===== config.mk =====
export PLATFORM = sky130hd
export DESIGN_NAME = wildcard_byte_pattern_scan
export DESIGN_NICKNAME = d
export VERILOG_FILES = /design/src/design/wbps_pkg.sv /design/src/design/wbps_match.sv /design/src/design/wildcard_byte_pattern_scan.sv
export SDC_FILE = /design/constraint.sdc
export NUM_CORES = 1
export LEC_CHECK = 0
export BUFFER_PORTS_ARGS = -buffer_cell sky130_fd_sc_hd__buf_4
export CAP_MARGIN = 20
export CORE_ASPECT_RATIO = 1.25
export CORE_MARGIN = 5
export CORE_UTILIZATION = 56
export CTS_BUF_LIST = sky130_fd_sc_hd__clkbuf_4
export DETAILED_ROUTE_END_ITERATION = 7
export PLACE_DENSITY_LB_ADDON = 0.15
export SYNTH_ARGS = -nofsm -noshare
export SYNTH_HDL_FRONTEND = slang
export SYNTH_HIERARCHICAL = 1
export SYNTH_SLANG_ARGS = --single-unit

===== constraint.sdc =====
create_clock -name clk_i -period 23.8 [get_ports clk_i]
set_input_delay 5.95 -clock clk_i [delete_from_list [all_inputs] [get_ports clk_i]]
set_output_delay 5.95 -clock clk_i [all_outputs]
set_load 0.01 [all_outputs]

===== src/design/wbps_pkg.sv =====
// Shared constants and types of the wildcard byte pattern scanner.
`timescale 1ns / 1ps

package wbps_pkg;

  // Pattern bytes held by the two pattern registers.
  localparam int unsigned REG_PATTERN_BYTES     = 16;
  localparam int unsigned DEF_MAX_PATTERN_BYTES = 16;

  // Field and register widths.
  localparam int unsigned BYTE_W     = 8;
  localparam int unsigned ADDR_W     = 64;
  localparam int unsigned SEEN_W     = 32;
  localparam int unsigned LEN_W      = 5;
  localparam int unsigned CARE_W     = 16;
  localparam int unsigned CFG_DATA_W = 64;
  localparam int unsigned APB_ADDR_W = 6;

  // Register reset values.
  localparam logic [CARE_W-1:0] CARE_RESET = 16'hFFFF;
  localparam logic [LEN_W-1:0]  LEN_RESET  = 5'd1;

  // Register indexes, taken from paddr[5:3].
  typedef enum logic [2:0] {
    REG_PATTERN_LOW  = 3'd0,
    REG_PATTERN_HIGH = 3'd1,
    REG_CARE_MASK    = 3'd2,
    REG_PATTERN_LEN  = 3'd3,
    REG_BASE_ADDRESS = 3'd4
  } reg_idx_e;

  // Pattern settings handed to the compare unit.
  typedef struct packed {
    logic [REG_PATTERN_BYTES*BYTE_W-1:0] pattern;
    logic [CARE_W-1:0]                   care;
    logic [LEN_W-1:0]                    length;
  } pattern_cfg_t;

endpackage


===== src/design/wbps_match.sv =====
// Masked compare of the byte window against the configured pattern.
`timescale 1ns / 1ps

module wbps_match
  import wbps_pkg::*;
#(
  parameter int unsigned MaxPatternBytes = DEF_MAX_PATTERN_BYTES
) (
  input  logic [MaxPatternBytes-1:0][BYTE_W-1:0] window_i,
  input  pattern_cfg_t                           cfg_i,
  output logic                                   hit_o,
  output logic [LEN_W-1:0]                       len_o
);

  localparam int unsigned Cap  = (MaxPatternBytes < REG_PATTERN_BYTES) ?
                                 MaxPatternBytes : REG_PATTERN_BYTES;
  localparam int unsigned IdxW = (MaxPatternBytes > 1) ? $clog2(MaxPatternBytes) : 1;

  logic [LEN_W-1:0] len_eff;

  // Clamp the length into 1 .. Cap; zero counts as one.
  always_comb begin
    if (cfg_i.length == '0) begin
      len_eff = LEN_W'(1);
    end else if (cfg_i.length > LEN_W'(Cap)) begin
      len_eff = LEN_W'(Cap);
    end else begin
      len_eff = cfg_i.length;
    end
  end

  // Pattern byte i is compared with the byte that arrived len-1-i bytes ago.
  always_comb begin
    logic [LEN_W-1:0] age;
    hit_o = 1'b1;
    age   = '0;
    for (int i = 0; i < Cap; i++) begin
      age = len_eff - LEN_W'(1) - LEN_W'(i);
      if ((LEN_W'(i) < len_eff) && cfg_i.care[i]) begin
        if (window_i[age[IdxW-1:0]] != cfg_i.pattern[i*BYTE_W +: BYTE_W]) begin
          hit_o = 1'b0;
        end
      end
    end
  end

  assign len_o = len_eff;

endmodule


===== src/design/wildcard_byte_pattern_scan.sv =====
// Top level of the wildcard byte pattern scanner.
//
// The slave stream carries one memory byte per word (tdata) and marks the
// final byte of a region with tlast. The block slides the bytes through a
// window and compares it with a pattern of up to 16 bytes in which any byte
// may be a wildcard (care mask bit clear). The first complete match of a
// region gives one master word with tuser set and the matched address in
// tdata; later bytes are dropped up to tlast. A region without a match gives
// one word with tuser clear and tdata zero at its last byte.
// Registers are written over the APB port, 64-bit data at byte address 8*i.
// The word appears the cycle after its last input byte is taken. Throughput
// is one byte per cycle unless the output stalls, set by the single compare
// and address add between the window registers and the output register.
// When the receiver stalls, the output register holds its word and tready
// drops only while that register is full and not being taken.
// Reset clears the window, the byte count and the output valid flag, and
// loads the register defaults (care mask all ones, length one).
`timescale 1ns / 1ps

module wildcard_byte_pattern_scan
  import wbps_pkg::*;
#(
  parameter int unsigned MaxPatternBytes = DEF_MAX_PATTERN_BYTES
) (
  input  logic                  clk_i,
  input  logic                  rst_ni,
  // Slave stream.
  input  logic                  s_axis_tvalid,
  output logic                  s_axis_tready,
  input  logic [BYTE_W-1:0]     s_axis_tdata,   // [7:0] data_byte
  input  logic                  s_axis_tlast,
  // Master stream.
  output logic                  m_axis_tvalid,
  input  logic                  m_axis_tready,
  output logic [ADDR_W-1:0]     m_axis_tdata,   // [63:0] match_address
  output logic                  m_axis_tuser,   // [0] found
  // APB configuration port.
  input  logic                  psel,
  input  logic                  penable,
  input  logic                  pwrite,
  input  logic [APB_ADDR_W-1:0] paddr,
  input  logic [CFG_DATA_W-1:0] pwdata,
  output logic [CFG_DATA_W-1:0] prdata,
  output logic                  pready
);

  // Configuration registers.
  logic [CFG_DATA_W-1:0] pat_lo_q, pat_hi_q;
  logic [CARE_W-1:0]     care_q;
  logic [LEN_W-1:0]      len_q;
  logic [ADDR_W-1:0]     base_q;
  reg_idx_e              reg_idx;
  logic                  cfg_wr;

  // Region state.
  logic [MaxPatternBytes-1:0][BYTE_W-1:0] win_q, win_d, win_shift;
  logic [SEEN_W-1:0] seen_q, seen_d, seen_inc;
  logic              reported_q, reported_d;

  // Output register.
  logic              out_valid_q, out_valid_d;
  logic              out_found_q, out_found_d;
  logic [ADDR_W-1:0] out_addr_q, out_addr_d;

  // Compare results.
  pattern_cfg_t      pcfg;
  logic              win_hit;
  logic [LEN_W-1:0]  len_eff;
  logic              take, hit;

  assign pready  = 1'b1;
  assign reg_idx = reg_idx_e'(paddr[APB_ADDR_W-1:3]);
  assign cfg_wr  = psel & penable & pwrite & pready;

  // Register writes.
  always_ff @(posedge clk_i or negedge rst_ni) begin
    if (!rst_ni) begin
      pat_lo_q <= '0;
      pat_hi_q <= '0;
      care_q   <= CARE_RESET;
      len_q    <= LEN_RESET;
      base_q   <= '0;
    end else if (cfg_wr) begin
      unique case (reg_idx)
        REG_PATTERN_LOW:  pat_lo_q <= pwdata;
        REG_PATTERN_HIGH: pat_hi_q <= pwdata;
        REG_CARE_MASK:    care_q   <= pwdata[CARE_W-1:0];
        REG_PATTERN_LEN:  len_q    <= pwdata[LEN_W-1:0];
        REG_BASE_ADDRESS: base_q   <= pwdata;
        default: ;
      endcase
    end
  end

  // Register reads.
  always_comb begin
    unique case (reg_idx)
      REG_PATTERN_LOW:  prdata = pat_lo_q;
      REG_PATTERN_HIGH: prdata = pat_hi_q;
      REG_CARE_MASK:    prdata = CFG_DATA_W'(care_q);
      REG_PATTERN_LEN:  prdata = CFG_DATA_W'(len_q);
      REG_BASE_ADDRESS: prdata = base_q;
      default:          prdata = '0;
    endcase
  end

  // The window as it stands once the incoming byte is shifted in.
  always_comb begin
    win_shift[0] = s_axis_tdata;
    for (int k = 1; k < MaxPatternBytes; k++) begin
      win_shift[k] = win_q[k-1];
    end
  end

  assign pcfg.pattern = {pat_hi_q, pat_lo_q};
  assign pcfg.care    = care_q;
  assign pcfg.length  = len_q;

  wbps_match #(
    .MaxPatternBytes(MaxPatternBytes)
  ) u_match (
    .window_i(win_shift),
    .cfg_i   (pcfg),
    .hit_o   (win_hit),
    .len_o   (len_eff)
  );

  // A word is taken whenever the output register is free or being emptied.
  assign s_axis_tready = ~out_valid_q | m_axis_tready;
  assign take          = s_axis_tvalid & s_axis_tready;
  assign seen_inc      = (seen_q == '1) ? seen_q : seen_q + SEEN_W'(1);
  assign hit           = win_hit && (seen_inc >= SEEN_W'(len_eff));

  // Region state and the result for the byte being taken.
  always_comb begin
    win_d       = win_q;
    seen_d      = seen_q;
    reported_d  = reported_q;
    out_valid_d = out_valid_q & ~m_axis_tready;
    out_found_d = out_found_q;
    out_addr_d  = out_addr_q;
    if (take) begin
      if (!reported_q) begin
        win_d  = win_shift;
        seen_d = seen_inc;
        if (hit) begin
          reported_d  = 1'b1;
          out_valid_d = 1'b1;
          out_found_d = 1'b1;
          out_addr_d  = base_q + ADDR_W'(seen_inc - SEEN_W'(len_eff));
        end else if (s_axis_tlast) begin
          out_valid_d = 1'b1;
          out_found_d = 1'b0;
          out_addr_d  = '0;
        end
      end
      if (s_axis_tlast) begin
        win_d      = '0;
        seen_d     = '0;
        reported_d = 1'b0;
      end
    end
  end

  always_ff @(posedge clk_i or negedge rst_ni) begin
    if (!rst_ni) begin
      win_q       <= '0;
      seen_q      <= '0;
      reported_q  <= 1'b0;
      out_valid_q <= 1'b0;
    end else begin
      win_q       <= win_d;
      seen_q      <= seen_d;
      reported_q  <= reported_d;
      out_valid_q <= out_valid_d;
    end
  end

  // Result payload needs no reset.
  always_ff @(posedge clk_i) begin
    out_found_q <= out_found_d;
    out_addr_q  <= out_addr_d;
  end

  assign m_axis_tvalid = out_valid_q;
  assign m_axis_tdata  = out_addr_q;
  assign m_axis_tuser  = out_found_q;

endmodule


# After elaboration in Yosys (flattened, before gate mapping)
# Index checks and enable logic that the tools add are counted.
dict set report word_totals {
  input_bits 86
  wordCells 217
  reg_bits 432
  output_inout_bits 132
}
dict set report op_classes {
  n_reduce_logical 27
  n_addsub 19
  magnitude_cmp 34
  n_mux 82
  n_bitwise 8
  eq_ne 22
}
# cell n
set op_table {}
lappend op_table {{binary-select mux 8 bit (select 4 bit)} 16}
lappend op_table {{one-hot mux 64 bit (5 select lines)} 1}
lappend op_table {{2-to-1 mux 120 bit} 2}
lappend op_table {{2-to-1 mux 64 bit} 2}
lappend op_table {{2-to-1 mux 8 bit} 16}
lappend op_table {{!= test 8 bit} 16}
lappend op_table {{2-to-1 mux 32 bit} 3}
lappend op_table {{less-than comparator 4 x 5 -> 1 bit, second input constant} 16}
lappend op_table {{adder 64 bit} 1}
lappend op_table {{less-than comparator 4 x 5 -> 1 bit, first input constant} 8}
lappend op_table {{2-to-1 mux 1 bit} 40}
lappend op_table {{subtractor 32 x 5 -> 33 bit} 1}
lappend op_table {{adder 32 x 1 -> 32 bit, second input constant} 1}
lappend op_table {{== test 32 bit, second input constant} 1}
lappend op_table {{>= comparator 32 x 5 -> 1 bit} 1}
lappend op_table {{subtractor 4 bit, second input constant} 8}
lappend op_table {{less-than comparator 3 x 5 -> 1 bit, first input constant} 4}
lappend op_table {{logical AND 1 bit} 17}
lappend op_table {{subtractor 4 x 3 -> 4 bit, second input constant} 4}
lappend op_table {{AND reduction 2 bit} 6}
lappend op_table {{less-than comparator 1 x 5 -> 1 bit, first input constant} 2}
lappend op_table {{less-than comparator 2 x 5 -> 1 bit, first input constant} 2}
lappend op_table {{2-to-1 mux 5 bit} 2}
lappend op_table {{subtractor 4 x 1 -> 4 bit, second input constant} 2}
lappend op_table {{other kinds (13)} 20}

# Logic depth before layout (Yosys ltp)
# Gate-level depths: netlist of the first run.
dict set report logic_depth {
  ltp_word 43
  mapped_depth 33
  mapped_depth_nobuf 29
}

# Hierarchy
# The synthesis of the first run kept the hierarchy.
# mod instances cells_each area_per_inst_um2 seq_area_each_um2
set modules_own_cells {}
lappend modules_own_cells {wildcard_byte_pattern_scan 1 2166 23092.1 11157.0}
lappend modules_own_cells {wbps_match 1 864 8172.8 0.0}

# Worst setup path after synthesis of the first run
# Ideal clock, no wire load.
dict set report synth_path {
  kind {input port to flip-flop}
  from {in s_axis_tdata[7]}
  to {reg out_addr_q[0] (netlist: m_axis_tdata[0]), enable pin}
  cell_stages 14
  slack_ns 9.981
  n_path_buf 1
  arrival_ns 13.251
  setup_time_ns 0.568
  required_ns 23.232
  cell_sequence {mux4_2 -> mux4_1 -> xnor2_1 -> nand2_1 -> a2111oi_2 -> a31oi_1 -> or4_1 -> nor4_2 -> inv_1 -> a31o_4 -> inv_2 -> buf_6 -> nor2_2 -> nor3_1}
}
dict set report synth_between {
  elab_chain_cells 38
  word_cells_on_any_way 83
  classes_between {eq/ne (16); mux (64); reduce/logical (3)}
}
# item line_no
set synth_lines {}
lappend synth_lines {{start, declared} wildcard_byte_pattern_scan.sv:30} ;# input logic [BYTE_W-1:0] s_axis_tdata,
lappend synth_lines {{binary-select mux 8 bit (select 4 bit)} wbps_match.sv:40} ;# if (window_i[age[IdxW-1:0]] != cfg_i.pattern[i*BYTE_W +: BYTE_W]) begin
lappend synth_lines {{2-to-1 mux 8 bit (implied by the code)} wbps_match.sv:40}
lappend synth_lines {{!= test 8 bit} wbps_match.sv:40}
lappend synth_lines {{2-to-1 mux 1 bit} wbps_match.sv:40}
lappend synth_lines {{2-to-1 mux 1 bit} wbps_match.sv:39} ;# if ((LEN_W'(i) < len_eff) && cfg_i.care[i]) begin
lappend synth_lines {{2-to-1 mux 1 bit} wbps_match.sv:40}
lappend synth_lines {{2-to-1 mux 1 bit} wbps_match.sv:39}
lappend synth_lines {{2-to-1 mux 1 bit} wbps_match.sv:40}
lappend synth_lines {{[24 not listed]} --}
lappend synth_lines {{2-to-1 mux 1 bit} wbps_match.sv:39}
lappend synth_lines {{2-to-1 mux 1 bit} wbps_match.sv:40}
lappend synth_lines {{2-to-1 mux 1 bit *} wbps_match.sv:39}
lappend synth_lines {{named net win_hit} wildcard_byte_pattern_scan.sv:67} ;# logic win_hit;
lappend synth_lines {{logical AND 1 bit *} wildcard_byte_pattern_scan.sv:132} ;# assign hit = win_hit && (seen_inc >= SEEN_W'(len_eff));
lappend synth_lines {{named net hit} wildcard_byte_pattern_scan.sv:69} ;# logic take, hit;
lappend synth_lines {{nonzero test 2 bit (no line) *} --}
lappend synth_lines {{AND reduction 3 bit (no line) *} --}
lappend synth_lines {{end signal, assigned} wildcard_byte_pattern_scan.sv:182} ;# out_addr_q <= out_addr_d;
lappend synth_lines {{end, declared} wildcard_byte_pattern_scan.sv:63} ;# logic [ADDR_W-1:0] out_addr_q, out_addr_d;
# Mark *: on every way through the listed nets, which the timed path passes. The rest lies on a longest branch. The select of a mux whose other input is x is not followed.
# A chain may end at the register's enable or synchronous reset.

# Worst setup path after layout of the first run
dict set report layout_path {
  from {in paddr[5]}
  to {out prdata[0]}
}
dict set report layout_between {
  elab_chain_cells 2
  word_cells_on_any_way 6
  classes_between {eq/ne (4); mux (1); reduce/logical (1)}
}
# item line_no
set layout_lines {}
lappend layout_lines {{start, declared} wildcard_byte_pattern_scan.sv:41} ;# input logic [APB_ADDR_W-1:0] paddr,
lappend layout_lines {{== test 3 bit (tied with other cells)} wildcard_byte_pattern_scan.sv:97} ;# unique case (reg_idx)
lappend layout_lines {{one-hot mux 64 bit (5 select lines) *} wildcard_byte_pattern_scan.sv:97}
lappend layout_lines {{end, declared} wildcard_byte_pattern_scan.sv:43} ;# output logic [CFG_DATA_W-1:0] prdata,
# Every way passes the cells marked *; elsewhere a longest branch is shown, timed or not.

==> impl_metrics.yaml, run 1 <==
run_status:
  status: "finished, final reports clean"
finish:
  drive_gt1_share_pct: 26.2
  final_area_sq_um: 34800
  multi_input_comb_area_sq_um: 18900
  fin_cells: 4010
  fillers: 4612
  area_growth_pct: 11.4
  layout.nets: 3352
  ff_latch_area_sq_um: 11200
synthesis:
  synth_top_cell_area_share_pct: 28.0
  netlist_area_sq_um: 31300
  synthCells: 3030
  synthesis.nets: 3197
  synth-seq-cells: 432
  yosys-top-cells-area: "dfrtp_1 (28%), mux4_2 (10%), mux2_2 (7.9%)"
  synthArstFlopShare_pct: 85.0
  syn_area_per_cell_sq_um: 10.3
  yosysTopAreaCell: "dfrtp_1"
  synthDistinctLibCells: 86
  yosysWarnings: 6
  synth_edf_count: 65
  synth_ff_type: "dfrtp_1"
  ys_seq_area_share_pct: 35.7
worst_setup_path:
  path_delay_family: "buffers and inverters"
  cp_common_cell: "buf_4"
  critPathBufInv: 3
  r2r-start: "seen_q[0]"
  timing.rr.end: "m_axis_tdata[45]"
  r2r_cells: 28
  endpoint_kind: "output pin"
  worstPathCellList: "buf_4 -> nor2b_1 -> buf_4 -> a22oi_1 -> o22ai_1 -> buf_4"
  cp-start-kind: "primary input"
  crit_slowest_cell: "buf_4"
  max_stage_delay_ps: 570
  required_ps: 17850
  cp_max_fo: 41
  critical_path_class: "primary input to output pin"
  reg2reg_slack_ps: 14700
  cp.arrival_ps: 8110
clock_network:
  clk_latency_ps: 950
  ctsHtreeMaxLevel: 3
  cts.repair.resized: 0
  hold_buffers: 0
  cts_tree: "yes"
  path_clk_slew_ps: 70
  cts_num_sinks: 432
  cts.path.max_buffers: 3
  post_cts_buffers: 0
  numCtsBuffers: 109
  clockRootBuffer: "clkbuf_4"
power:
  powerDensity_nw_per_um2: 117
  peakVddDrop_mv: 0.132
  total_power_w: 0.00409
  leakagePower_nw: 14.9
place:
  hpwl_um: 81400
  portBuffers: 213
  gp_congestion: 1.01
  place_area_sq_um: 33200
  place_ws_ps: 9780
  placed_cells_incl_taps: 3802
route:
  via_per_inst: 6.67
  avgRoutedWirePerCell_um: 26.7
  first_pass_iters: 7
  routed_wirelength_um: 107000
  antenna_left: 0
  post-route-drc-count: 0
  drt_iter0_drc: 2781
  dr_total_vias: 26700
global_routing:
  grt_max_degree: 106
  grt_pass1_vias: 25900
  antenna_found_initial: 5
  grt_first_pass_wirelength_um: 160000
  grt_usage_pct: 34.2
  overflow: 0
sta:
  fin_tns_setup_ps: 0
  rsz0062_at_grt: "false"
  post-route-period-util_pct: 59.1
  fin_ws_ps: 9740
  setup_viol_count_final: 0
  finalHoldViolCount: 0
  slew_viol_final: 0
  skew_ps: 70.9
  worstMarginPinSlew_ps: 1170
  finalCriticalPeriod_ps: 14060
  slew_headroom_pct: 21.4
  fmax_mhz: 71.1
worst_hold_path:
  whs_path_depth: 1
  hold_path.class: "flop to flop"
  holdPathEnd: "seen_q[22]"
  min_from: "seen_q[22]"
floorplan:
  start_util_pct: 56.7
  placementRows: 96
  fp.dieW_um: 221
  coreArea_sq_um: 55100
  die_area_sq_um: 60700
  io_pins: 218
  die_h_um: 274
flow_run:
  maxCapViolations: 0
kinds of logic after synthesis:
kind of cell | after synthesis | share of synthesized area, %
AOI/OAI and AO/OA | 747 | 16.5
xor gates and xnor gates | 208 | 5.90
adders and majority gates | 81 | 3.29
buffers and inverters | 317 | 4.19
DFF | 432 | 35.7
muxes | 509 | 23.0
other | 1 | 0.0120
and+or+nand+nor | 735 | 11.5
per-stage QoR:
step | util (%) | hold slack, ps
final | 63.1 | 521
after detailed placement | 60.3 | 510
after floorplan | - | 482
after global placement | 60.3 | 503
after CTS | 62.9 | 519
after global routing | 63.1 | 542
power by group:
part,leakage (nW),switching [W],internal (W)
Sequential,5.44,0.000146,0.000873
Combinational,8.60,0.00144,0.000963
Clock,0.860,0.000332,0.000338
synth_stat cells (all sizes together) (18+ instances only):
master and number:
or3 18, mux2i 145, and2 20, o221ai 22, nand2 153, mux2 220, nor4 25, inv 108
nand3 58, ha 79, o22ai 40, edfxtp 65, mux4 144, o21ai 107, nand4 62, nand2b 20
buf 66, xor2 78, dfrtp 350, clkbuf 142, a21oi 169, a22o 137, a22oi 88, a31oi 20
a21o 45, and3 40, xnor2 130, nor3 30, nor2 259
cell usage in the layout (no fill, tap or decap), drive strengths merged, types with 110 or more instances in the layout:
cell    count
nand2     153
clkbuf    157
xnor2     130
a22o      137
a21oi     169
buf       252
nor2      259
mux2i     145
inv       110
mux4      144
mux2      220
dfrtp     350
area by class of cell:
class	instances	share of cell area, %
Tap cell	735	2.64
Antenna cell	1	0.00719
Clock inverter	43	0.791
Multi-Input combinational cell	2281	54.3
Sequential cell	432	32.0
Clock buffer	157	3.39
Timing Repair Buffer	252	5.62
Inverter	109	1.19
worst max path at each step:
stage | end | cells past startpoint | startpoint | slack, ps
floorplan | m_axis_tdata[0] | 14 | s_axis_tdata[7] | 9980
global placement | prdata[0] | 6 | paddr[5] | 9810
detailed placement | prdata[0] | 6 | paddr[5] | 9780
CTS | prdata[0] | 6 | paddr[5] | 9780
global route | prdata[0] | 6 | paddr[5] | 9700
finish | prdata[0] | 6 | paddr[5] | 9740
flip-flops by register name, summed over array words and instances (netlist names):
register / flops
base_q: 64
care_q: 16
len_q: 5
m_axis_tdata: 64
m_axis_tuser: 1
m_axis_tvalid: 1
pat_hi_q: 64
pat_lo_q: 64
reported_q: 1
seen_q: 32
win_q: 120
worst register-to-register path, delay by kind of cell (launching register included):
kind                     cells  cell delay, ps
adder cells (fa/ha/maj)      4            1310
buffers and inverters        2             120
AO/OA/AOI/OAI                7            2260
XOR/XNOR                     2             510
AND/OR/NAND/NOR             13            4110
flip-flops                   1             490
metal layers:
metal | wire (um) | track usage [%] | part of all wire, % | vias to the layer above
met3 | 8020 | 6.02 | 7.5 | 274
met2 | 51400 | 56.4 | 48 | 1267
met4 | 6440 | 18.7 | 6.0 | 6
met1 | 41100 | 43.1 | 38 | 13300
li1 | - | - | - | 11900
met5 | 41 | 0 | 0.038 | -
Note: power is estimated with default switching activity, not from simulation.
==> run 2: changes to the inputs <==
--- a/config.mk
+++ b/config.mk
@@ -5,6 +5,7 @@
 export SDC_FILE = /design/constraint.sdc
 export NUM_CORES = 1
 export LEC_CHECK = 0
+export ABC_AREA = 1
 export BUFFER_PORTS_ARGS = -buffer_cell sky130_fd_sc_hd__buf_4
 export CAP_MARGIN = 20
 export CORE_ASPECT_RATIO = 1.25
==> constraint.sdc (replaced) <==
create_clock -name clk_i -period 11.88 [get_ports clk_i]
set_input_delay 2.97 -clock clk_i [delete_from_list [all_inputs] [get_ports clk_i]]
set_output_delay 2.97 -clock clk_i [all_outputs]
set_load 0.01 [all_outputs]
==> run 2 against run 1 <==
Net effect: utilization shrank 1.4 points; routed wire length grew 28%; largest power group unchanged; global-route usage grew 6.1 points; register-to-register slack lost 11000 ps; total power grew to 2.6 times the previous value; first-iteration DRC count grew 34%; count of clock-buffer cells in the layout shrank 7; synthesized area grew 9.2%; die area grew 8.8%.
==> impl_metrics.yaml, run 2 <==
global_routing:
  grt_pass1_vias: 34000
  grt_usage_pct: 40.3
  antenna_found_initial: 2
  overflow: 0
  grt_first_pass_wirelength_um: 203000
  grt_max_degree: 129
power:
  p_int_w: 0.00474
  leakagePower_nw: 18.6
  switchingPower_w: 0.00610
  swShare_pct: 56.3
  p_clk_share_pct: 13.0
  powerDensity_nw_per_um2: 289
  pwr-share-comb_pct: 67.5
  total_power_w: 0.0108
  peakVddDrop_mv: 0.341
  seqPwrFrac_pct: 19.6
clock_network:
  cts.repair.resized: 0
  post_cts_buffers: 0
  clk_latency_ps: 940
  path_clk_slew_ps: 70
  ctsHtreeMaxLevel: 3
  numCtsBuffers: 108
  cts_num_sinks: 432
  clockRootBuffer: "clkbuf_4"
  hold_buffers: 0
  cts_tree: "yes"
  cts.path.max_buffers: 3
synthesis:
  synth_edf_count: 65
  yosysMostFrequentCell: "nand2_1"
  synth_common_cells: "nand2_1 (1709), nand3_1 (825), inv_1 (671)"
  synth-seq-cells: 432
  syn_area_per_cell_sq_um: 6.53
  yosysWarnings: 6
  synthesis.nets: 5397
  synthArstFlopShare_pct: 85.0
  synth_top_cell_area_share_pct: 25.6
  yosysTopAreaCell: "dfrtp_1"
  synth_ff_type: "dfrtp_1"
  yosys-top-cells-area: "dfrtp_1 (26%), nand2_1 (19%), nand3_1 (12%)"
  synthDistinctLibCells: 60
  netlist_area_sq_um: 34100
  synthCells: 5230
  ys_seq_area_share_pct: 32.7
finish:
  layout.nets: 5524
  fillers: 5937
  multi_input_comb_area_sq_um: 19400
  regMostFlops: "win_q"
  ff_latch_area_sq_um: 11200
  drive_gt1_share_pct: 11.0
  layout_common_cells: "nand2_1 (1704), nand3_1 (825), inv_1 (669), dfrtp_1 (350), nor2_1 (288)"
  mostFrequentLayoutCell: "nand2_1"
  fin_cells: 6215
  largest_register_ffs: 120
  final_util_pct: 61.8
  area_growth_pct: 9.70
sta:
  fin_tns_setup_ps: 0
  finalCriticalPeriod_ps: 8660
  post-route-period-util_pct: 72.9
  fmax_mhz: 116
  rsz0062_at_grt: "false"
  slew_headroom_pct: 25.8
  skew_ps: 97.2
  worstMarginPinSlew_ps: 1110
  setup_viol_count_final: 0
  finalHoldViolCount: 0
  slew_viol_final: 0
route:
  dr_total_vias: 36900
  via_per_inst: 5.94
  avgRoutedWirePerCell_um: 22.0
  routed_wirelength_um: 137000
  drt_iter0_drc: 3726
  post-route-drc-count: 0
  antenna_left: 0
  first_pass_iters: 6
worst_setup_path:
  cp.arrival_ps: 5690
  timing.rr.end: "m_axis_tdata[36]"
  cp_max_fo: 54
  max_stage_delay_ps: 760
  critical_path_class: "primary input to output pin"
  r2r_cells: 30
  crit_slowest_cell: "nor2_1"
  required_ps: 8910
  r2r-start: "len_q[2]"
  worstPathCellList: "buf_4 -> nor2_1 -> inv_1 -> nor2_1 -> inv_2 -> o221ai_1 -> buf_4"
  cp-start-kind: "primary input"
  reg2reg_slack_ps: 3740
  endpoint_kind: "output pin"
run_status:
  status: "finished, final reports clean"
worst_hold_path:
  holdPathEnd: "win_q[56]"
  hold_path.class: "flop to flop"
  whs_path_depth: 2
  min_from: "win_q[48]"
place:
  hpwl_um: 105000
  gp_congestion: 1.07
  portBuffers: 213
  placed_cells_incl_taps: 6017
floorplan:
  fp.dieW_um: 231
  die_h_um: 286
  placementRows: 101
  start_util_pct: 56.3
  coreArea_sq_um: 60700
  die_area_sq_um: 66000
  io_pins: 218
flow_run:
  maxCapViolations: 0
[run 2: worst max-delay path by stage]
stage / to / from
global route: prdata[1] / paddr[4]
CTS: prdata[32] / paddr[4]
global placement: prdata[32] / paddr[4]
finish: prdata[42] / paddr[4]
detailed placement: prdata[32] / paddr[4]
floorplan: prdata[18] / paddr[4]
[run 2: layout make-up]
class / instances / share of cell area [%]
tap: 772 / 2.58
multi-input combinational: 3885 / 51.7
antenna: 4 / 0.0267
clock inverter: 42 / 0.969
inverter: 683 / 6.84
sequential: 432 / 29.8
clock buffer: 150 / 3.01
timing repair buffer: 247 / 5.08
[run 2: per-stage QoR]
step | hold slack (ps) | setup WS, ps | instance area, sq um
after floorplan | 475 | 4700 | 34100
after global placement | 485 | 3330 | 35900
after detailed placement | 492 | 3300 | 35900
after CTS | 495 | 3290 | 37400
after global routing | 520 | 3180 | 37500
final | 503 | 3220 | 37500
[run 2: power by group through the flow]
stage	Combinational (W)	Sequential, W	Clock [W]
after detailed placement	0.00704	0.00213	0
after global placement	0.00701	0.00212	0
final	0.00731	0.00212	0.00141
after CTS	0.00707	0.00210	0.00142
after floorplan	0.00506	0.00197	0
after global routing	0.00800	0.00213	0.00150
[run 2: cells by family (layout without fill, tap and decap cells)]
family / after synthesis / in the layout / share of synthesized area, %
and+or+nand+nor: 3018 / 3018 / 38.2
buffers and inverters: 913 / 1122 / 10.8
AOI/OAI and AO/OA: 663 / 663 / 11.4
DFF: 432 / 432 / 32.7
adders and majority gates: 81 / 81 / 3.01
xor gates and xnor gates: 74 / 74 / 2.24
muxes: 48 / 48 / 1.58
other: 1 / 5 / 0.0110
[run 2: critical path: cells and delay by family]
kind	cells	cell delay (ps)
AOI/OAI and AO/OA	1	710
buffers and inverters	4	1100
and+or+nand+nor	2	860
[run 2: layer usage]
metal,vias to the layer above,global-route usage [%],share of wire [%],wire length [um]
li1,17400,-,-,-
met1,17100,49.2,37,50700
met2,1874,65.5,45,62300
met3,492,5.89,8.6,11800
met4,0,28.5,8.9,12200
met5,-,0,0,0
